==> src/rtl/rvid_pkg.sv <==
package rvid_pkg;

  // major opcodes
  localparam logic [6:0] OPC_LUI    = 7'b0110111;
  localparam logic [6:0] OPC_AUIPC  = 7'b0010111;
  localparam logic [6:0] OPC_JAL    = 7'b1101111;
  localparam logic [6:0] OPC_JALR   = 7'b1100111;
  localparam logic [6:0] OPC_BRANCH = 7'b1100011;
  localparam logic [6:0] OPC_LOAD   = 7'b0000011;
  localparam logic [6:0] OPC_STORE  = 7'b0100011;
  localparam logic [6:0] OPC_ALUIMM = 7'b0010011;
  localparam logic [6:0] OPC_ALUREG = 7'b0110011;

  // funct7 values
  localparam logic [6:0] F7_BASE = 7'b0000000;
  localparam logic [6:0] F7_ALT  = 7'b0100000;

  // funct3 values, jump
  localparam logic [2:0] F3_JALR = 3'b000;

  // funct3 values, branches
  localparam logic [2:0] F3_BEQ  = 3'b000;
  localparam logic [2:0] F3_BNE  = 3'b001;
  localparam logic [2:0] F3_BLT  = 3'b100;
  localparam logic [2:0] F3_BGE  = 3'b101;
  localparam logic [2:0] F3_BLTU = 3'b110;
  localparam logic [2:0] F3_BGEU = 3'b111;

  // funct3 values, loads and stores
  localparam logic [2:0] F3_BYTE   = 3'b000;
  localparam logic [2:0] F3_HALF   = 3'b001;
  localparam logic [2:0] F3_WORD   = 3'b010;
  localparam logic [2:0] F3_BYTE_U = 3'b100;
  localparam logic [2:0] F3_HALF_U = 3'b101;

  // funct3 values, alu operations
  localparam logic [2:0] F3_ADD  = 3'b000;
  localparam logic [2:0] F3_SLL  = 3'b001;
  localparam logic [2:0] F3_SLT  = 3'b010;
  localparam logic [2:0] F3_SLTU = 3'b011;
  localparam logic [2:0] F3_XOR  = 3'b100;
  localparam logic [2:0] F3_SR   = 3'b101;
  localparam logic [2:0] F3_OR   = 3'b110;
  localparam logic [2:0] F3_AND  = 3'b111;

  // operation ids
  localparam logic [5:0] OP_LUI   = 6'd0;
  localparam logic [5:0] OP_AUIPC = 6'd1;
  localparam logic [5:0] OP_JAL   = 6'd2;
  localparam logic [5:0] OP_JALR  = 6'd3;
  localparam logic [5:0] OP_BEQ   = 6'd4;
  localparam logic [5:0] OP_BNE   = 6'd5;
  localparam logic [5:0] OP_BLT   = 6'd6;
  localparam logic [5:0] OP_BGE   = 6'd7;
  localparam logic [5:0] OP_BLTU  = 6'd8;
  localparam logic [5:0] OP_BGEU  = 6'd9;
  localparam logic [5:0] OP_LB    = 6'd10;
  localparam logic [5:0] OP_LH    = 6'd11;
  localparam logic [5:0] OP_LW    = 6'd12;
  localparam logic [5:0] OP_LBU   = 6'd13;
  localparam logic [5:0] OP_LHU   = 6'd14;
  localparam logic [5:0] OP_SB    = 6'd15;
  localparam logic [5:0] OP_SH    = 6'd16;
  localparam logic [5:0] OP_SW    = 6'd17;
  localparam logic [5:0] OP_ADDI  = 6'd18;
  localparam logic [5:0] OP_SLTI  = 6'd19;
  localparam logic [5:0] OP_SLTIU = 6'd20;
  localparam logic [5:0] OP_XORI  = 6'd21;
  localparam logic [5:0] OP_ORI   = 6'd22;
  localparam logic [5:0] OP_ANDI  = 6'd23;
  localparam logic [5:0] OP_SLLI  = 6'd24;
  localparam logic [5:0] OP_SRLI  = 6'd25;
  localparam logic [5:0] OP_SRAI  = 6'd26;
  localparam logic [5:0] OP_ADD   = 6'd27;
  localparam logic [5:0] OP_SUB   = 6'd28;
  localparam logic [5:0] OP_SLL   = 6'd29;
  localparam logic [5:0] OP_SLT   = 6'd30;
  localparam logic [5:0] OP_SLTU  = 6'd31;
  localparam logic [5:0] OP_XOR   = 6'd32;
  localparam logic [5:0] OP_SRL   = 6'd33;
  localparam logic [5:0] OP_SRA   = 6'd34;
  localparam logic [5:0] OP_OR    = 6'd35;
  localparam logic [5:0] OP_AND   = 6'd36;

  // instruction formats
  localparam logic [2:0] FMT_NONE = 3'd0;
  localparam logic [2:0] FMT_R    = 3'd1;
  localparam logic [2:0] FMT_I    = 3'd2;
  localparam logic [2:0] FMT_S    = 3'd3;
  localparam logic [2:0] FMT_B    = 3'd4;
  localparam logic [2:0] FMT_U    = 3'd5;
  localparam logic [2:0] FMT_J    = 3'd6;

  // one decoded instruction
  typedef struct packed {
    logic [5:0]  operation_id;
    logic [4:0]  dest_reg;
    logic [4:0]  src_reg_one;
    logic [4:0]  src_reg_two;
    logic [4:0]  shift_amount;
    logic [31:0] immediate;
    logic        illegal;
  } dec_result_t;

endpackage

==> src/rtl/rv32i_instruction_decoder.sv <==
// RV32I instruction decoder. One instruction word is accepted on every cycle
// that start is high (busy is tied low, so the decoder never refuses a beat).
// Each beat is registered, decoded by one level of combinational logic and
// registered again, so its result appears with done high from the edge after
// the accepting edge and stays for one cycle only. The receiver cannot
// stall: it must take the result in that cycle. Unrecognized encodings,
// including FENCE, ECALL, EBREAK and CSR instructions, give illegal = 1 with
// all other result fields zero.
module rv32i_instruction_decoder (
  input  logic               clk,
  input  logic               rst,
  input  logic               start,
  output logic               busy,
  input  logic [31:0]        instruction_word,
  output logic               done,
  output logic [5:0]         operation_id,
  output logic [4:0]         dest_reg,
  output logic [4:0]         src_reg_one,
  output logic [4:0]         src_reg_two,
  output logic [4:0]         shift_amount,
  output logic signed [31:0] immediate,
  output logic               illegal
);

  logic                  in_valid;
  logic [31:0]           in_word;
  logic                  out_valid;
  rvid_pkg::dec_result_t dec;
  rvid_pkg::dec_result_t out_result;

  assign busy = 1'b0;

  // input register
  always_ff @(posedge clk) begin
    if (rst) begin
      in_valid <= 1'b0;
    end else begin
      in_valid <= start;
    end
    if (start) begin
      in_word <= instruction_word;
    end
  end

  rvid_decode u_decode (
    .instruction_word (in_word),
    .result           (dec)
  );

  // result register
  always_ff @(posedge clk) begin
    if (rst) begin
      out_valid <= 1'b0;
    end else begin
      out_valid <= in_valid;
    end
    if (in_valid) begin
      out_result <= dec;
    end
  end

  assign done         = out_valid;
  assign operation_id = out_result.operation_id;
  assign dest_reg     = out_result.dest_reg;
  assign src_reg_one  = out_result.src_reg_one;
  assign src_reg_two  = out_result.src_reg_two;
  assign shift_amount = out_result.shift_amount;
  assign immediate    = out_result.immediate;
  assign illegal      = out_result.illegal;

endmodule

==> src/rtl/rvid_decode.sv <==
module rvid_decode (
  input  logic [31:0]         instruction_word,
  output rvid_pkg::dec_result_t result
);

  logic [6:0] opc;
  logic [2:0] f3;
  logic [6:0] f7;
  logic [5:0] op;
  logic       legal;
  logic [2:0] fmt;
  logic       shift;

  assign opc = instruction_word[6:0];
  assign f3  = instruction_word[14:12];
  assign f7  = instruction_word[31:25];

  // operation, format and legality from opcode and funct fields
  always_comb begin
    op    = rvid_pkg::OP_LUI;
    legal = 1'b0;
    fmt   = rvid_pkg::FMT_NONE;
    shift = 1'b0;
    case (opc)
      rvid_pkg::OPC_LUI: begin
        op = rvid_pkg::OP_LUI; fmt = rvid_pkg::FMT_U; legal = 1'b1;
      end
      rvid_pkg::OPC_AUIPC: begin
        op = rvid_pkg::OP_AUIPC; fmt = rvid_pkg::FMT_U; legal = 1'b1;
      end
      rvid_pkg::OPC_JAL: begin
        op = rvid_pkg::OP_JAL; fmt = rvid_pkg::FMT_J; legal = 1'b1;
      end
      rvid_pkg::OPC_JALR: begin
        op = rvid_pkg::OP_JALR; fmt = rvid_pkg::FMT_I;
        legal = (f3 == rvid_pkg::F3_JALR);
      end
      rvid_pkg::OPC_BRANCH: begin
        fmt = rvid_pkg::FMT_B;
        legal = 1'b1;
        case (f3)
          rvid_pkg::F3_BEQ:  op = rvid_pkg::OP_BEQ;
          rvid_pkg::F3_BNE:  op = rvid_pkg::OP_BNE;
          rvid_pkg::F3_BLT:  op = rvid_pkg::OP_BLT;
          rvid_pkg::F3_BGE:  op = rvid_pkg::OP_BGE;
          rvid_pkg::F3_BLTU: op = rvid_pkg::OP_BLTU;
          rvid_pkg::F3_BGEU: op = rvid_pkg::OP_BGEU;
          default:           legal = 1'b0;
        endcase
      end
      rvid_pkg::OPC_LOAD: begin
        fmt = rvid_pkg::FMT_I;
        legal = 1'b1;
        case (f3)
          rvid_pkg::F3_BYTE:   op = rvid_pkg::OP_LB;
          rvid_pkg::F3_HALF:   op = rvid_pkg::OP_LH;
          rvid_pkg::F3_WORD:   op = rvid_pkg::OP_LW;
          rvid_pkg::F3_BYTE_U: op = rvid_pkg::OP_LBU;
          rvid_pkg::F3_HALF_U: op = rvid_pkg::OP_LHU;
          default:             legal = 1'b0;
        endcase
      end
      rvid_pkg::OPC_STORE: begin
        fmt = rvid_pkg::FMT_S;
        legal = 1'b1;
        case (f3)
          rvid_pkg::F3_BYTE: op = rvid_pkg::OP_SB;
          rvid_pkg::F3_HALF: op = rvid_pkg::OP_SH;
          rvid_pkg::F3_WORD: op = rvid_pkg::OP_SW;
          default:           legal = 1'b0;
        endcase
      end
      rvid_pkg::OPC_ALUIMM: begin
        fmt = rvid_pkg::FMT_I;
        legal = 1'b1;
        case (f3)
          rvid_pkg::F3_ADD:  op = rvid_pkg::OP_ADDI;
          rvid_pkg::F3_SLT:  op = rvid_pkg::OP_SLTI;
          rvid_pkg::F3_SLTU: op = rvid_pkg::OP_SLTIU;
          rvid_pkg::F3_XOR:  op = rvid_pkg::OP_XORI;
          rvid_pkg::F3_OR:   op = rvid_pkg::OP_ORI;
          rvid_pkg::F3_AND:  op = rvid_pkg::OP_ANDI;
          rvid_pkg::F3_SLL: begin
            op = rvid_pkg::OP_SLLI;
            shift = 1'b1;
            legal = (f7 == rvid_pkg::F7_BASE);
          end
          rvid_pkg::F3_SR: begin
            shift = 1'b1;
            if (f7 == rvid_pkg::F7_ALT) begin
              op = rvid_pkg::OP_SRAI;
            end else begin
              op = rvid_pkg::OP_SRLI;
              legal = (f7 == rvid_pkg::F7_BASE);
            end
          end
          default: legal = 1'b0;
        endcase
      end
      rvid_pkg::OPC_ALUREG: begin
        fmt = rvid_pkg::FMT_R;
        legal = 1'b1;
        if (f7 == rvid_pkg::F7_BASE) begin
          case (f3)
            rvid_pkg::F3_ADD:  op = rvid_pkg::OP_ADD;
            rvid_pkg::F3_SLL:  op = rvid_pkg::OP_SLL;
            rvid_pkg::F3_SLT:  op = rvid_pkg::OP_SLT;
            rvid_pkg::F3_SLTU: op = rvid_pkg::OP_SLTU;
            rvid_pkg::F3_XOR:  op = rvid_pkg::OP_XOR;
            rvid_pkg::F3_SR:   op = rvid_pkg::OP_SRL;
            rvid_pkg::F3_OR:   op = rvid_pkg::OP_OR;
            rvid_pkg::F3_AND:  op = rvid_pkg::OP_AND;
            default:           legal = 1'b0;
          endcase
        end else if (f7 == rvid_pkg::F7_ALT) begin
          case (f3)
            rvid_pkg::F3_ADD: op = rvid_pkg::OP_SUB;
            rvid_pkg::F3_SR:  op = rvid_pkg::OP_SRA;
            default:          legal = 1'b0;
          endcase
        end else begin
          legal = 1'b0;
        end
      end
      default: legal = 1'b0;
    endcase
  end

  // field extraction; everything but illegal is zero for an unknown encoding
  always_comb begin
    result = '0;
    if (!legal) begin
      result.illegal = 1'b1;
    end else begin
      result.operation_id = op;
      if (fmt == rvid_pkg::FMT_R || fmt == rvid_pkg::FMT_I ||
          fmt == rvid_pkg::FMT_U || fmt == rvid_pkg::FMT_J) begin
        result.dest_reg = instruction_word[11:7];
      end
      if (fmt == rvid_pkg::FMT_R || fmt == rvid_pkg::FMT_I ||
          fmt == rvid_pkg::FMT_S || fmt == rvid_pkg::FMT_B) begin
        result.src_reg_one = instruction_word[19:15];
      end
      if (fmt == rvid_pkg::FMT_R || fmt == rvid_pkg::FMT_S ||
          fmt == rvid_pkg::FMT_B) begin
        result.src_reg_two = instruction_word[24:20];
      end
      if (shift) begin
        result.shift_amount = instruction_word[24:20];
      end
      case (fmt)
        rvid_pkg::FMT_I: result.immediate =
          {{20{instruction_word[31]}}, instruction_word[31:20]};
        rvid_pkg::FMT_S: result.immediate =
          {{20{instruction_word[31]}}, instruction_word[31:25], instruction_word[11:7]};
        rvid_pkg::FMT_B: result.immediate =
          {{19{instruction_word[31]}}, instruction_word[31], instruction_word[7],
           instruction_word[30:25], instruction_word[11:8], 1'b0};
        rvid_pkg::FMT_U: result.immediate = {instruction_word[31:12], 12'b0};
        rvid_pkg::FMT_J: result.immediate =
          {{11{instruction_word[31]}}, instruction_word[31], instruction_word[19:12],
           instruction_word[20], instruction_word[30:21], 1'b0};
        default: result.immediate = '0;
      endcase
    end
  end

endmodule
==> config.mk <==
export PLATFORM = sky130hd
export DESIGN_NAME = rv32i_instruction_decoder
export DESIGN_NICKNAME = d
export VERILOG_FILES = /design/src/rtl/rvid_pkg.sv /design/src/rtl/rv32i_instruction_decoder.sv /design/src/rtl/rvid_decode.sv
export SDC_FILE = /design/constraint.sdc
export NUM_CORES = 1
export LEC_CHECK = 0
export BUFFER_PORTS_ARGS = -buffer_cell sky130_fd_sc_hd__clkbuf_2
export CORE_MARGIN = 4
export CORE_UTILIZATION = 40
export CTS_BUF_LIST = sky130_fd_sc_hd__clkbuf_8
export DETAILED_ROUTE_END_ITERATION = 7
export GPL_ROUTABILITY_DRIVEN = 0
export PLACE_DENSITY_LB_ADDON = 0.12
export SETUP_SLACK_MARGIN = 0.02
export SYNTH_ARGS = -nofsm -noshare
export SYNTH_HDL_FRONTEND = slang
export SYNTH_SLANG_ARGS = --single-unit
==> constraint.sdc <==
create_clock -name clk -period 7.6 [get_ports clk]
set_input_delay 0.76 -clock clk [delete_from_list [all_inputs] [get_ports clk]]
set_output_delay 0.76 -clock clk [all_outputs]
set_load 0.005 [all_outputs]
After elaboration in Yosys (flattened, before gate mapping)
Memories as Yosys holds them, arrays and structs flattened. A register that Yosys moved wholly into a read port is not among the register bits.
Index checks and enable logic that the tools add are counted.
Word-level totals
  bits in registers: 93
  output and inout bits: 61
  memory bits (writable): 0
  memories kept: 1
  input bits: 35
  bits in latches: 0
  ROM bits: 48
Operators by class
  multiply operators: 0
  mux-type cells: 24
  add/subtract/negate cells: 0
  reductions and logical operators: 21
  bitwise gates (word level): 0
  equal/unequal tests: 23
  magnitude comparators: 0
  div/mod/pow operators: 0
  shift-type cells: 0
Memory list
  (name not given): words 8, width 6, read ports 1, clocked after memory_dff 1, wr ports 0, RTL line rvid_decode.sv:104  | case (f3)
Operator list (count)
  32-bit one-hot mux with 5 select lines: 1
  6-bit one-hot mux with 8 select lines: 2
  7-bit by 6-bit equality test with 1-bit output, second input constant: 4
  4-bit one-hot mux with 6 select lines: 1
  3-bit equality test, second input constant: 7
  7-bit equality test, second input constant: 3
  4-bit one-hot mux with 5 select lines: 1
  3-bit one-hot mux with 6 select lines: 1
  5-bit one-hot mux with 3 select lines: 1
  7-bit by 5-bit equality test with 1-bit output, second input constant: 2
  3-bit by 2-bit equality test with 1-bit output, second input constant: 4
  6-bit two-way mux: 2
  6-bit one-hot mux with 2 select lines: 1
  1-bit two-way mux: 10
  3-bit OR reduction: 3
  2-bit AND reduction: 4
  7-bit by 2-bit equality test with 1-bit output, second input constant: 1
  7-bit logical NOT: 1
  1-bit logical OR: 7
  1-bit one-hot mux with 7 select lines: 1
  3-bit by 1-bit equality test with 1-bit output, second input constant: 2
  2-bit OR reduction: 3
  6-bit OR reduction: 1
  5-bit OR reduction: 1
  other kinds (4): 4

Depth between registers and ports, before layout
Gate-level depths: netlist of run 1.
  word-level depth: 8
  depth in mapped cells: 13
  mapped depth without buffers: 10

Cells and area by module
Synthesis of run 1 repeated with hierarchy kept, for this count alone.
Second synthesis, totals
  cells, all modules: 330
  area, all modules: 4235.3 µm²
Modules (own cells, without submodules)
  rv32i_instruction_decoder: area each 2796.4 µm², times used 1, cells an instance 97
  rvid_decode: area each 1438.9 µm², times used 1, cells an instance 233

Worst setup path after synthesis of run 1
Ideal clock, no wire load.
  path kind: reg-to-reg
  start point: register in_word[2]
  end point: register out_result, in the netlist immediate[12] (data pin)
  path slack: 5.158 ns
  clock period less this slack: 2.442 ns
  library setup time: 0.140 ns
  arrival time: 2.302 ns
  cell stages (with the launch flop): 13
  cells stage by stage: edfxtp_1 -> nor4bb_1 -> buf_2 -> nand2b_1 -> a21o_1 -> o21a_1 -> inv_1 -> ha_1 -> clkbuf_1 -> nor2_1 -> a21oi_1 -> nand2_1 -> a21oi_2
On the way
  cells in the longest elaborated chain, start to end: 5
  elaborated cells between the ends (all ways): 20
  classes of those cells: eq/ne: 14; mux: 3; reduce/logical: 3
Ends and longest elaborated chain
  from (decl): RTL line rv32i_instruction_decoder.sv:26  | logic [31:0] in_word;
  from (signal assigned): RTL line rv32i_instruction_decoder.sv:41  | in_word <= instruction_word;
  7-bit equality test, or another cell as far along: RTL line rvid_decode.sv:24  | case (opc)
  3-bit OR reduction (no line) / 2-bit OR reduction (equally long branches)
  3-bit one-hot mux with 6 select lines: RTL line rvid_decode.sv:24
  3-bit equality test / 3-bit by 2-bit equality test with 1-bit output (equally long branches): RTL line rvid_decode.sv:151  | case (fmt)
  32-bit one-hot mux with 5 select lines: RTL line rvid_decode.sv:151
  to (signal assigned): RTL line rv32i_instruction_decoder.sv:58  | out_result <= dec;
  to (decl): RTL line rv32i_instruction_decoder.sv:29  | rvid_pkg::dec_result_t out_result;
Parallel ways exist; a longest one is shown, timed or not.
A chain may end at the register's enable or synchronous reset.

Final worst setup path of run 1
  start point: register in_word[12]
  end point: register out_result, in the netlist src_reg_two[0] (data pin)
On the way
  cells in the longest elaborated chain, start to end: 7
  elaborated cells between the ends (all ways): 20
  classes of those cells: eq/ne: 6; mux: 8; reduce/logical: 6
Ends and longest elaborated chain
  3-bit equality test / 3-bit logical NOT (equally long branches)
  2-bit OR reduction (no line)
  1-bit two-way mux: RTL line rvid_decode.sv:116  | case (f3)
  1-bit two-way mux: RTL line rvid_decode.sv:115  | end else if (f7 == rvid_pkg::F7_ALT) begin
  1-bit two-way mux: RTL line rvid_decode.sv:103  | if (f7 == rvid_pkg::F7_BASE) begin
  1-bit one-hot mux with 7 select lines (*): RTL line rvid_decode.sv:24
  2-bit AND reduction (no line) (*)
Mark *: on every way between the ends. The rest lies on a longest branch, timed or not.

==> Implementation_results.wiki, run 1 <==
{| class="wikitable"
! Metric !! Value
|-
| Run status || finished, final reports clean
|-
| Final worst path period share || 42.3%
|-
| Post-route clock skew || 0.0115 ns
|-
| Post-synth cell types || 61
|-
| FILL cells || 1012
|-
| All-Layer GR Usage || 15.1%
|-
| Tightest slew margin relative to the limit || 37.8%
|-
| I/O pin cnt || 96
|-
| Hold violation count in the final report || 0
|-
| Data arrival time at the worst-slack endpoint || 3.34 ns
|-
| Area of all placed cells without fillers || 5220 µm²
|-
| Post-cts repair resize count || 0
|-
| Gr ovfl total || 0
|-
| Buffers inserted during post-CTS setup optimization || 0
|-
| CTS tree || yes
|-
| Post-Synthesis Mean Instance Area || 13.1 µm²
|-
| Final-report max-slew violation count || 0
|-
| Clock edge transition at the registers on the reported setup and hold paths || 0.09 ns
|-
| Leakage Power || 1.80 nW
|-
| Worst IR Drop VDD || 0.0000947 V
|-
| Post-layout utilization of the core || 48.1%
|-
| Unrepaired setup endpoints after global routing || no
|-
| Dpl hpwl || 6500 µm
|-
| Area inside the core boundary || 10800 µm²
|-
| Pwr per Cell Area || 212 nW/µm²
|-
| Vias || 2936
|-
| # setup viols final || 0
|-
| Number of design rule violations left after detail routing || 0
|-
| Post-synthesis async set-or-reset flop share || 0%
|-
| Worst-path maximum fanout || 39
|-
| Antenna violations before repair || 0
|-
| PortBufs || 94
|-
| Required arrival time at the worst endpoint || 7.73 ns
|-
| Multi-input combinational cell area || 1410 µm²
|-
| DRT Wirelength || 9480 µm
|-
| Leading post-synthesis cells by cell area || sky130_fd_sc_hd__edfxtp_1 61%, sky130_fd_sc_hd__a21oi_2 3.3%, sky130_fd_sc_hd__dfxtp_1 3.2%, sky130_fd_sc_hd__nand2_1 3.0%, sky130_fd_sc_hd__nor2_1 2.0%
|-
| Cell types with the highest counts after synthesis || 91 x sky130_fd_sc_hd__edfxtp_1, 36 x sky130_fd_sc_hd__nand2_1, 24 x sky130_fd_sc_hd__nor2_1, 17 x sky130_fd_sc_hd__a21oi_2, 14 x sky130_fd_sc_hd__a21oi_1
|-
| Root cell of the clock tree || sky130_fd_sc_hd__clkbuf_8
|-
| Total Neg Setup Slack || 0 ns
|-
| Via-per-instance ratio || 5.14
|-
| Syn Inst Count || 340
|-
| Most used flip-flop cell after synthesis || sky130_fd_sc_hd__edfxtp_1
|-
| Most area-hungry cell type in the Yosys netlist || sky130_fd_sc_hd__edfxtp_1
|-
| Sinks on the clock net || 98
|-
| Proportion of synthesized chip area in sequential cells || 64.6%
|-
| Crit path capture type || flip-flop
|-
| FF-to-FF setup slack || 4.38 ns
|-
| Post-route antenna net violation count || 0
|-
| P&R area growth vs syn || 17.3%
|-
| Vias in the first global route || 2920
|-
| Antenna Cells || 0
|-
| Synthesized net count || 382
|-
| Maximum Capacitance Violations || 0
|-
| Ys Warns || 0
|-
| Worst Setup Start Kind || flip-flop
|-
| 1st-iter DRT viols || 189
|-
| # rows || 38
|-
| CTS Hold Bufs || 0
|-
| Initial standard-cell utilization of the core || 41.0%
|-
| Floorplan die height || 113 µm
|-
| Detail-routed net length per standard cell || 16.6 µm
|-
| Highest achievable clock rate || 311 MHz
|-
| Total clock buffers created by CTS || 9
|-
| Final Net Count || 468
|-
| Register cell area after layout || 2870 µm²
|-
| Pre-antenna DRT Iters || 4
|-
| Floorplan die width || 113 µm
|-
| Global-route wire length before repair || 15100 µm
|-
| Overall die area || 12900 µm²
|-
| Deepest clock path buffer count || 2
|-
| Number of synthesized register bits || 98
|-
| Transition time at the pin with the least slew margin || 0.931 ns
|-
| Share of post-route cells with drive strength above 1 || 34.1%
|-
| Final min period || 3.22 ns
|-
| Clock H-tree levels || 3
|-
| Share of the synthesized area in the top cell type || 61.5%
|-
| Class of the tightest hold or removal check || reg2reg
|-
| Placed Area || 5000 µm²
|-
| Cell with the most instances after synthesis || sky130_fd_sc_hd__edfxtp_1
|-
| Number of enable flip-flop cells after synthesis || 91
|-
| Overall power consumption || 0.00110 W
|-
| Largest net degree at the start of global routing || 60
|-
| Clock latency reported for the late side of the worst-skew pair || 0.37 ns
|-
| Worst setup path class || reg2reg
|-
| Post-Synthesis Cell Area || 4450 µm²
|}
==> through the flow <==
step	cells	hold slack, ns	setup slack [ns]
5_1_grt	571	0.494	4.18
2_1_floorplan	340	0.503	5.16
6_report	571	0.477	4.38
4_1_cts	571	0.478	4.40
3_3_place_gp	555	0.458	4.52
3_5_place_dp	555	0.459	4.41
==> layout by cell type (no fill, tap or decap), types with 2 or more instances in the layout <==
cell type | Yosys | routed
sky130_fd_sc_hd__and3b_1 | 10 | 10
sky130_fd_sc_hd__a21oi_2 | 17 | 17
sky130_fd_sc_hd__inv_1 | 7 | 9
sky130_fd_sc_hd__nor4b_2 | 5 | 5
sky130_fd_sc_hd__mux2i_1 | 3 | 3
sky130_fd_sc_hd__and2_1 | 2 | 2
sky130_fd_sc_hd__nand3b_1 | 5 | 5
sky130_fd_sc_hd__a22oi_1 | 6 | 6
sky130_fd_sc_hd__buf_4 | 1 | 5
sky130_fd_sc_hd__dfxtp_1 | 7 | 6
sky130_fd_sc_hd__nand2b_1 | 4 | 4
sky130_fd_sc_hd__nor3b_1 | 3 | 3
sky130_fd_sc_hd__o21ai_0 | 6 | 6
sky130_fd_sc_hd__nand2_1 | 36 | 36
sky130_fd_sc_hd__or3b_1 | 2 | 2
sky130_fd_sc_hd__or4_1 | 2 | 2
sky130_fd_sc_hd__clkbuf_8 | 0 | 10
sky130_fd_sc_hd__nand4_1 | 3 | 3
sky130_fd_sc_hd__a31oi_1 | 5 | 5
sky130_fd_sc_hd__a21oi_1 | 14 | 14
sky130_fd_sc_hd__o21a_1 | 2 | 2
sky130_fd_sc_hd__nor2b_1 | 5 | 5
sky130_fd_sc_hd__nand3_1 | 6 | 6
sky130_fd_sc_hd__bufinv_16 | 0 | 2
sky130_fd_sc_hd__edfxtp_1 | 91 | 91
sky130_fd_sc_hd__nor2_1 | 24 | 24
sky130_fd_sc_hd__nor3_1 | 6 | 6
sky130_fd_sc_hd__a21o_1 | 2 | 2
sky130_fd_sc_hd__o21ai_1 | 4 | 4
sky130_fd_sc_hd__clkbuf_2 | 0 | 94
sky130_fd_sc_hd__ha_1 | 7 | 7
sky130_fd_sc_hd__nor3b_2 | 3 | 3
==> cell families (layout without fill, tap and decap cells) <==
| group | Yosys count | count (layout) | synth area share (%) |
|---|---|---|---|
| xor gates and xnor gates | 2 | 2 | 0.394 |
| and+or+nand+nor | 125 | 125 | 16.7 |
| adders and majority gates | 7 | 7 | 1.97 |
| buffers and inverters | 32 | 123 | 3.83 |
| muxes | 4 | 4 | 0.929 |
| other | 1 | 1 | 0.0844 |
| AOI/OAI and AO/OA | 71 | 71 | 11.5 |
| DFF | 98 | 98 | 64.6 |
==> path summary, 6_finish.rpt <==
kind	startpoint	endpoint	cells after the start
setup / recovery	in_word[12]	src_reg_two[0]	6
hold / removal	in_valid	done	1
setup reg to reg	in_word[12]	src_reg_two[0]	6
hold reg to reg	in_valid	done	1
==> where the power goes <==
part	switching, W	internal (W)	total [W]
logic	0.0000512	0.0000367	0.0000879
clock network	0.000172	0.000193	0.000365
registers	0.0000271	0.000624	0.000652
==> final cells by class <==
type	count	share of cell area (%)
repair buffers	99	9.74
inverters	8	0.576
flip-flops and latches	98	55.1
multi-input cells	210	27.0
well taps	140	3.36
clock inverters	6	1.56
clock buffers	10	2.64
==> metal layers <==
metal,vias to the layer above,share of wire [%],track usage (%)
met5,-,0,0
met4,0,2.2,7.13
met3,15,5.7,3.24
met2,87,47,24.1
met1,1402,45,19.9
li1,1432,-,-
==> worst max-delay path, cell delays in order, from the launching register on <==
cell and delay (ns):
sky130_fd_sc_hd__edfxtp_1 0.73, sky130_fd_sc_hd__nand2b_1 0.37, sky130_fd_sc_hd__a31oi_1 0.27, sky130_fd_sc_hd__o32ai_2 0.12
sky130_fd_sc_hd__nor3_4 0.64, sky130_fd_sc_hd__buf_4 0.56, sky130_fd_sc_hd__and3b_1 0.24
Note: power is estimated with default switching activity, not from simulation.
==> inputs of run 2 (changes only) <==
clock period = 3.4 ns   (was 7.6 ns; I/O delays follow)
==> Implementation_results.wiki, run 2 (synthesis results as in run 1) <==
{| class="wikitable"
! Metric !! Value
|-
| Root cell of the clock tree || sky130_fd_sc_hd__clkbuf_8
|-
| Post-route clock skew || 0.0118 ns (+0.000254 ns)
|-
| Gr ovfl total || 0 (unchanged)
|-
| Tightest slew margin relative to the limit || 56.8% (+19 points)
|-
| Largest net degree at the start of global routing || 55 (-8.3%)
|-
| Dpl hpwl || 6920 µm (+6.4%)
|-
| Post-route antenna net violation count || 0 (unchanged)
|-
| Min setup slack post-route || 0.458 ns (-3.93 ns)
|-
| Final worst path period share || 86.5% (+44 points)
|-
| Clock edge transition at the registers on the reported setup and hold paths || 0.09 ns (about the same)
|-
| DP Worst Slack || 0.483 ns (-3.93 ns)
|-
| Clock H-tree levels || 3 (unchanged)
|-
| Detail-routed net length per standard cell || 16.9 µm (+1.8%)
|-
| Vias || 2948 (+0.41%)
|-
| Hold violation count in the final report || 0 (unchanged)
|-
| Post-layout utilization of the core || 48.2% (about the same)
|-
| Data arrival time at the worst-slack endpoint || 3.16 ns (-0.18 ns)
|-
| Top library cells by usage in the layout, fill and taps aside || 94 x sky130_fd_sc_hd__clkbuf_2, 91 x sky130_fd_sc_hd__edfxtp_1, 36 x sky130_fd_sc_hd__nand2_1, 24 x sky130_fd_sc_hd__nor2_1, 17 x sky130_fd_sc_hd__a21oi_2
|-
| P&R area growth vs syn || 17.4% (about the same)
|-
| Area inside the core boundary || 10800 µm² (unchanged)
|-
| Overall die area || 12900 µm² (unchanged)
|-
| # setup viols final || 0 (unchanged)
|-
| Vias in the first global route || 2859 (-2.1%)
|-
| Maximum Capacitance Violations || 0 (unchanged)
|-
| Total clock buffers created by CTS || 9 (unchanged)
|-
| # rows || 38 (unchanged)
|-
| DRT Wirelength || 9700 µm (+2.3%)
|-
| Number of design rule violations left after detail routing || 0 (unchanged)
|-
| All-Layer GR Usage || 15.6% (+0.45 points)
|-
| Unrepaired setup endpoints after global routing || no
|-
| Initial standard-cell utilization of the core || 41.0% (unchanged)
|-
| Combinational Power Share || 8.2% (+0.2 points)
|-
| Post-cts repair resize count || 0 (unchanged)
|-
| Required arrival time at the worst endpoint || 3.62 ns (-4.11 ns)
|-
| Min Hold Slack || 0.130 ns (-0.347 ns)
|-
| Total Neg Setup Slack || 0 ns (unchanged)
|-
| Crit path capture type || flip-flop
|-
| PortBufs || 94 (unchanged)
|-
| Run status || finished, final reports clean
|-
| Pwr per Cell Area || 456 nW/µm² (+120%)
|-
| Leakage Power || 1.81 nW (+0.72%)
|-
| Class of the tightest hold or removal check || in2reg
|-
| Worst IR Drop VDD || 0.000194 V (+110%)
|-
| Share of post-route cells with drive strength above 1 || 34.3% (+0.23 points)
|-
| Switching share of power || 23.0% (+0.36 points)
|-
| CTS tree || yes
|-
| Transition time at the pin with the least slew margin || 0.648 ns (-0.283 ns)
|-
| Final-report max-slew violation count || 0 (unchanged)
|-
| CTS Hold Bufs || 0 (unchanged)
|-
| Buffers inserted during post-CTS setup optimization || 0 (unchanged)
|-
| Clock latency reported for the late side of the worst-skew pair || 0.37 ns (about the same)
|-
| Worst Setup Start Kind || flip-flop
|-
| Internal power || 0.00183 W (+110%)
|-
| Floorplan die height || 113 µm (unchanged)
|-
| Final min period || 2.94 ns (-0.274 ns)
|-
| Global-route wire length before repair || 15400 µm (+1.7%)
|-
| Most common library cell in the layout ignoring fill and taps || sky130_fd_sc_hd__clkbuf_2
|-
| Worst setup path class || reg2reg
|-
| 1st-iter DRT viols || 257 (+36%)
|-
| Floorplan die width || 113 µm (unchanged)
|-
| Via-per-instance ratio || 5.14 (-0.12%)
|-
| Deepest clock path buffer count || 2 (unchanged)
|-
| Sinks on the clock net || 98 (unchanged)
|-
| Highest achievable clock rate || 340 MHz (+9.3%)
|-
| Antenna violations before repair || 0 (unchanged)
|-
| Antenna Cells || 0 (unchanged)
|-
| Net Switching || 0.000548 W (+120%)
|-
| Clock network power share || 30.3% (-2.7 points)
|-
| Final Net Count || 471 (+0.64%)
|-
| I/O pin cnt || 96 (unchanged)
|-
| Worst-path maximum fanout || 11 (-72%)
|-
| Part of the total power dissipated in sequential elements || 61.5% (+2.5 points)
|-
| Pre-antenna DRT Iters || 5 (+1)
|}
-- run 2: changes by cell type in the layout (fill, tap and decap cells not counted), sizes merged --
cell and delta:
buf +3, bufinv -1, clkinv +1
-- run 2: through the flow --
stage          instances  area [µm²]  power, W
2_1_floorplan        340        4450   0.00158
3_3_place_gp         558        5030   0.00168
3_5_place_dp         558        5030   0.00169
4_1_cts              574        5220   0.00240
5_1_grt              574        5220   0.00250
6_report             574        5220   0.00238
-- run 2: worst max-delay path, cell delays in order, from the launching register on --
cell and delay [ns]:
sky130_fd_sc_hd__edfxtp_1 0.48, sky130_fd_sc_hd__nor4bb_1 0.34, sky130_fd_sc_hd__buf_4 0.22, sky130_fd_sc_hd__nand2b_1 0.10
sky130_fd_sc_hd__a21o_1 0.17, sky130_fd_sc_hd__o21a_1 0.12, sky130_fd_sc_hd__inv_1 0.06, sky130_fd_sc_hd__ha_1 0.35
sky130_fd_sc_hd__or2_1 0.31, sky130_fd_sc_hd__nand2_1 0.41, sky130_fd_sc_hd__a21oi_2 0.24
-- run 2: area by class of cell --
type / instances / area, µm²
clock buffer: 10 / 138
clock inverter: 6 / 51.3
fill: 1005 / 5620
inverter: 8 / 30.0
multi-input combinational: 210 / 1410
sequential: 98 / 2870
tap: 140 / 175
timing repair buffer: 102 / 543
-- run 2: power groups by stage --
| stage | Combinational (W) | Sequential, W | Clock [W] |
|---|---|---|---|
| floorplan | 0.000113 | 0.00147 | 0 |
| global placement | 0.000194 | 0.00149 | 0 |
| detailed placement | 0.000197 | 0.00149 | 0 |
| CTS | 0.000198 | 0.00146 | 0.000742 |
| global route | 0.000218 | 0.00147 | 0.000804 |
| finish | 0.000194 | 0.00146 | 0.000721 |
-- run 2: final timing paths --
kind                            slack, ns         endpoint  startpoint  cells past startpoint
worst max-delay path                 0.46    immediate[22]  in_word[2]                     10
worst min-delay path                 0.13         in_valid         rst                      2
worst max register to register       0.46    immediate[22]  in_word[2]                     10
worst min register to register       0.55  operation_id[5]   flip-flop                      1
-- run 2: routing by layer --
metal / part of all wire (%) / vias to the layer above / global-route usage, %
met5: 0 / - / 0
met2: 48 / 86 / 24.2
met3: 5.5 / 14 / 3.40
li1: - / 1437 / -
met4: 1.8 / 0 / 6.73
met1: 45 / 1411 / 21.2
==> inputs of run 3 (changes only) <==
BUFFER_PORTS_ARGS = -buffer_cell sky130_fd_sc_hd__buf_2   (was -buffer_cell sky130_fd_sc_hd__clkbuf_2)
==> Implementation_results.wiki, run 3 (synthesis results as in run 1) <==
{| class="wikitable"
! Metric !! Value
|-
| Highest-delay cell along the critical path || sky130_fd_sc_hd__edfxtp_1
|-
| Post-route antenna net violation count || 0 (unchanged)
|-
| Post-route insts no fill || 575 (+0.17%)
|-
| Antenna Cells || 0 (unchanged)
|-
| Via-per-instance ratio || 5.08 (-1.2%)
|-
| Count of cells along the worst register-to-register path || 10 (unchanged)
|-
| Detail-routed net length per standard cell || 16.7 µm (-1.2%)
|-
| Floorplan die height || 113 µm (unchanged)
|-
| Worst hold path endpoint || in_valid
|-
| Final-report max-slew violation count || 0 (unchanged)
|-
| 1st-iter DRT viols || 228 (-11%)
|-
| Required arrival time at the worst endpoint || 3.63 ns (about the same)
|-
| Sinks on the clock net || 98 (unchanged)
|-
| Worst IR Drop VDD || 0.000251 V (+29%)
|-
| Buffers inserted during post-CTS setup optimization || 0 (unchanged)
|-
| Hold violation count in the final report || 0 (unchanged)
|-
| Worst-path maximum fanout || 11 (unchanged)
|-
| Top library cells by usage in the layout, fill and taps aside || 94 x sky130_fd_sc_hd__buf_2, 91 x sky130_fd_sc_hd__edfxtp_1, 36 x sky130_fd_sc_hd__nand2_1, 24 x sky130_fd_sc_hd__nor2_1, 17 x sky130_fd_sc_hd__a21oi_2
|-
| Maximum Capacitance Violations || 0 (unchanged)
|-
| Switching share of power || 24.0% (+0.91 points)
|-
| Transition time at the pin with the least slew margin || 0.870 ns (+0.222 ns)
|-
| Internal power || 0.00176 W (-4.0%)
|-
| R2r startpoint || in_word[3]
|-
| Deepest clock path buffer count || 2 (unchanged)
|-
| Number of cells after detailed placement || 559 (+0.18%)
|-
| Post-route clock skew || 0.0169 ns (+0.00515 ns)
|-
| CTS Hold Bufs || 0 (unchanged)
|-
| Vias in the first global route || 2851 (-0.28%)
|-
| # setup viols final || 0 (unchanged)
|-
| Final Net Count || 472 (+0.21%)
|-
| CTS tree || yes
|-
| Final min period || 2.90 ns (-0.0439 ns)
|-
| All-Layer GR Usage || 15.3% (-0.27 points)
|-
| Crit path capture type || flip-flop
|-
| # rows || 38 (unchanged)
|-
| Floorplan die width || 113 µm (unchanged)
|-
| Clock network power share || 28.3% (-2.0 points)
|-
| Post-cts repair resize count || 0 (unchanged)
|-
| Data arrival time at the worst-slack endpoint || 3.13 ns (-0.03 ns)
|-
| Clock edge transition at the registers on the reported setup and hold paths || 0.09 ns (about the same)
|-
| Antenna violations before repair || 0 (unchanged)
|-
| Root cell of the clock tree || sky130_fd_sc_hd__clkbuf_8
|-
| Total clock buffers created by CTS || 9 (unchanged)
|-
| Clock latency reported for the late side of the worst-skew pair || 0.38 ns (about the same)
|-
| Part of the total power dissipated in sequential elements || 63.2% (+1.7 points)
|-
| Crit-path cells || nor4bb_1 > buf_4 > nand2b_1 > a21o_1 > o21a_1 > inv_1 > ha_1 > or2_1 > nand2_1 > a21oi_1
|-
| HP Start || rst
|-
| Global-route wire length before repair || 15000 µm (-2.1%)
|-
| Placed Area || 5040 µm² (+0.15%)
|-
| Net Switching || 0.000553 W (+1.0%)
|-
| Worst R2R End || immediate[20]
|-
| DRT Wirelength || 9600 µm (-1.0%)
|-
| Final worst path period share || 85.2% (-1.3 points)
|-
| Area inside the core boundary || 10800 µm² (unchanged)
|-
| Share of post-route cells with drive strength above 1 || 34.3% (-0.079 points)
|-
| Most common library cell in the layout ignoring fill and taps || sky130_fd_sc_hd__buf_2
|-
| Worst setup path class || reg2reg
|-
| Pre-antenna DRT Iters || 4 (-1)
|-
| Number of design rule violations left after detail routing || 0 (unchanged)
|-
| Cell count of the worst hold path || 2 (unchanged)
|-
| Largest net degree at the start of global routing || 41 (-25%)
|-
| FILL cells || 1002 (-0.30%)
|-
| Area of all placed cells without fillers || 5200 µm² (-0.29%)
|-
| Clock H-tree levels || 3 (unchanged)
|-
| FF-to-FF setup slack || 0.50 ns (+0.04 ns)
|-
| Run status || finished, final reports clean
|-
| Dpl hpwl || 6790 µm (-1.9%)
|-
| Pwr per Cell Area || 444 nW/µm² (-2.5%)
|-
| Tightest slew margin relative to the limit || 41.8% (-15 points)
|-
| Total Neg Setup Slack || 0 ns (unchanged)
|-
| Initial standard-cell utilization of the core || 41.0% (unchanged)
|-
| Highest achievable clock rate || 345 MHz (+1.5%)
|-
| Combinational Power Share || 8.5% (+0.3 points)
|-
| Unrepaired setup endpoints after global routing || no
|-
| Min Hold Slack || 0.126 ns (-0.00412 ns)
|-
| Overall die area || 12900 µm² (unchanged)
|-
| Worst Setup Start Kind || flip-flop
|-
| PortBufs || 94 (unchanged)
|-
| Slowest stage delay, CP || 0.48 ns (about the same)
|-
| P&R area growth vs syn || 17.1%
|-
| Class of the tightest hold or removal check || in2reg
|-
| Gr ovfl total || 0 (unchanged)
|-
| Leakage Power || 1.75 nW (-3.4%)
|-
| I/O pin cnt || 96 (unchanged)
|-
| Vias || 2919 (-0.98%)
|}
[run 3: cell types whose count changed in the layout (fill, tap and decap cells not counted)]
cell | before | now
sky130_fd_sc_hd__buf_2 | 0 | 94
sky130_fd_sc_hd__clkinv_4 | 0 | 1
sky130_fd_sc_hd__clkinv_2 | 2 | 1
sky130_fd_sc_hd__bufinv_16 | 1 | 0
sky130_fd_sc_hd__clkbuf_2 | 94 | 0
sky130_fd_sc_hd__clkinv_1 | 0 | 1
sky130_fd_sc_hd__buf_4 | 7 | 8
[run 3: cell type report]
type	instances	area (µm²)	share of cell area (%)
inverters	8	30.0	0.577
repair buffers	103	551	10.6
clock buffers	10	138	2.64
clock inverters	6	28.8	0.553
multi-input cells	210	1410	27.1
well taps	140	175	3.37
flip-flops and latches	98	2870	55.2
[run 3: worst max-delay path: cells and delay by family (launching register included)]
| kind | cells | cell delay, ns |
|---|---|---|
| simple gates | 4 | 1.13 |
| compound gates | 3 | 0.51 |
| flops | 1 | 0.48 |
| fa+ha+maj | 1 | 0.35 |
| buf+inv | 2 | 0.27 |
[run 3: how the worst max path moves through the flow]
| stage | cells past startpoint | from | slack [ns] | end |
|---|---|---|---|---|
| after global placement | 6 | in_word[6] | 0.55 | src_reg_two[3] |
| after global routing | 10 | in_word[3] | 0.13 | immediate[20] |
| after CTS | 10 | in_word[3] | 0.48 | immediate[27] |
| final | 10 | in_word[3] | 0.50 | immediate[20] |
| after detailed placement | 6 | in_word[6] | 0.49 | src_reg_two[1] |
| after floorplan | 12 | in_word[2] | 0.96 | immediate[12] |
[run 3: power by group through the flow]
stage | clock, W | sequential (W) | combinational (W)
CTS | 0.000677 | 0.00146 | 0.000199
global route | 0.000729 | 0.00147 | 0.000217
global placement | 0 | 0.00149 | 0.000196
detailed placement | 0 | 0.00149 | 0.000198
floorplan | 0 | 0.00147 | 0.000113
finish | 0.000655 | 0.00146 | 0.000196
[run 3: per-stage QoR]
step | util (%) | worst slack [ns] | power, W
finish | 48.0 | 0.502 | 0.00231
global route | 48.0 | 0.129 | 0.00242
CTS | 48.0 | 0.479 | 0.00234
detailed placement | 46.5 | 0.493 | 0.00169
global placement | 46.5 | 0.546 | 0.00168
floorplan | - | 0.958 | 0.00158
[run 3: metal layers]
metal / GRT usage (%) / up-vias / wire length (µm)
met1: 20.4 / 1383 / 4320
li1: - / 1440 / -
met5: 0 / - / 0
met4: 5.93 / 0 / 147
met3: 4.08 / 11 / 584
met2: 24.1 / 85 / 4540
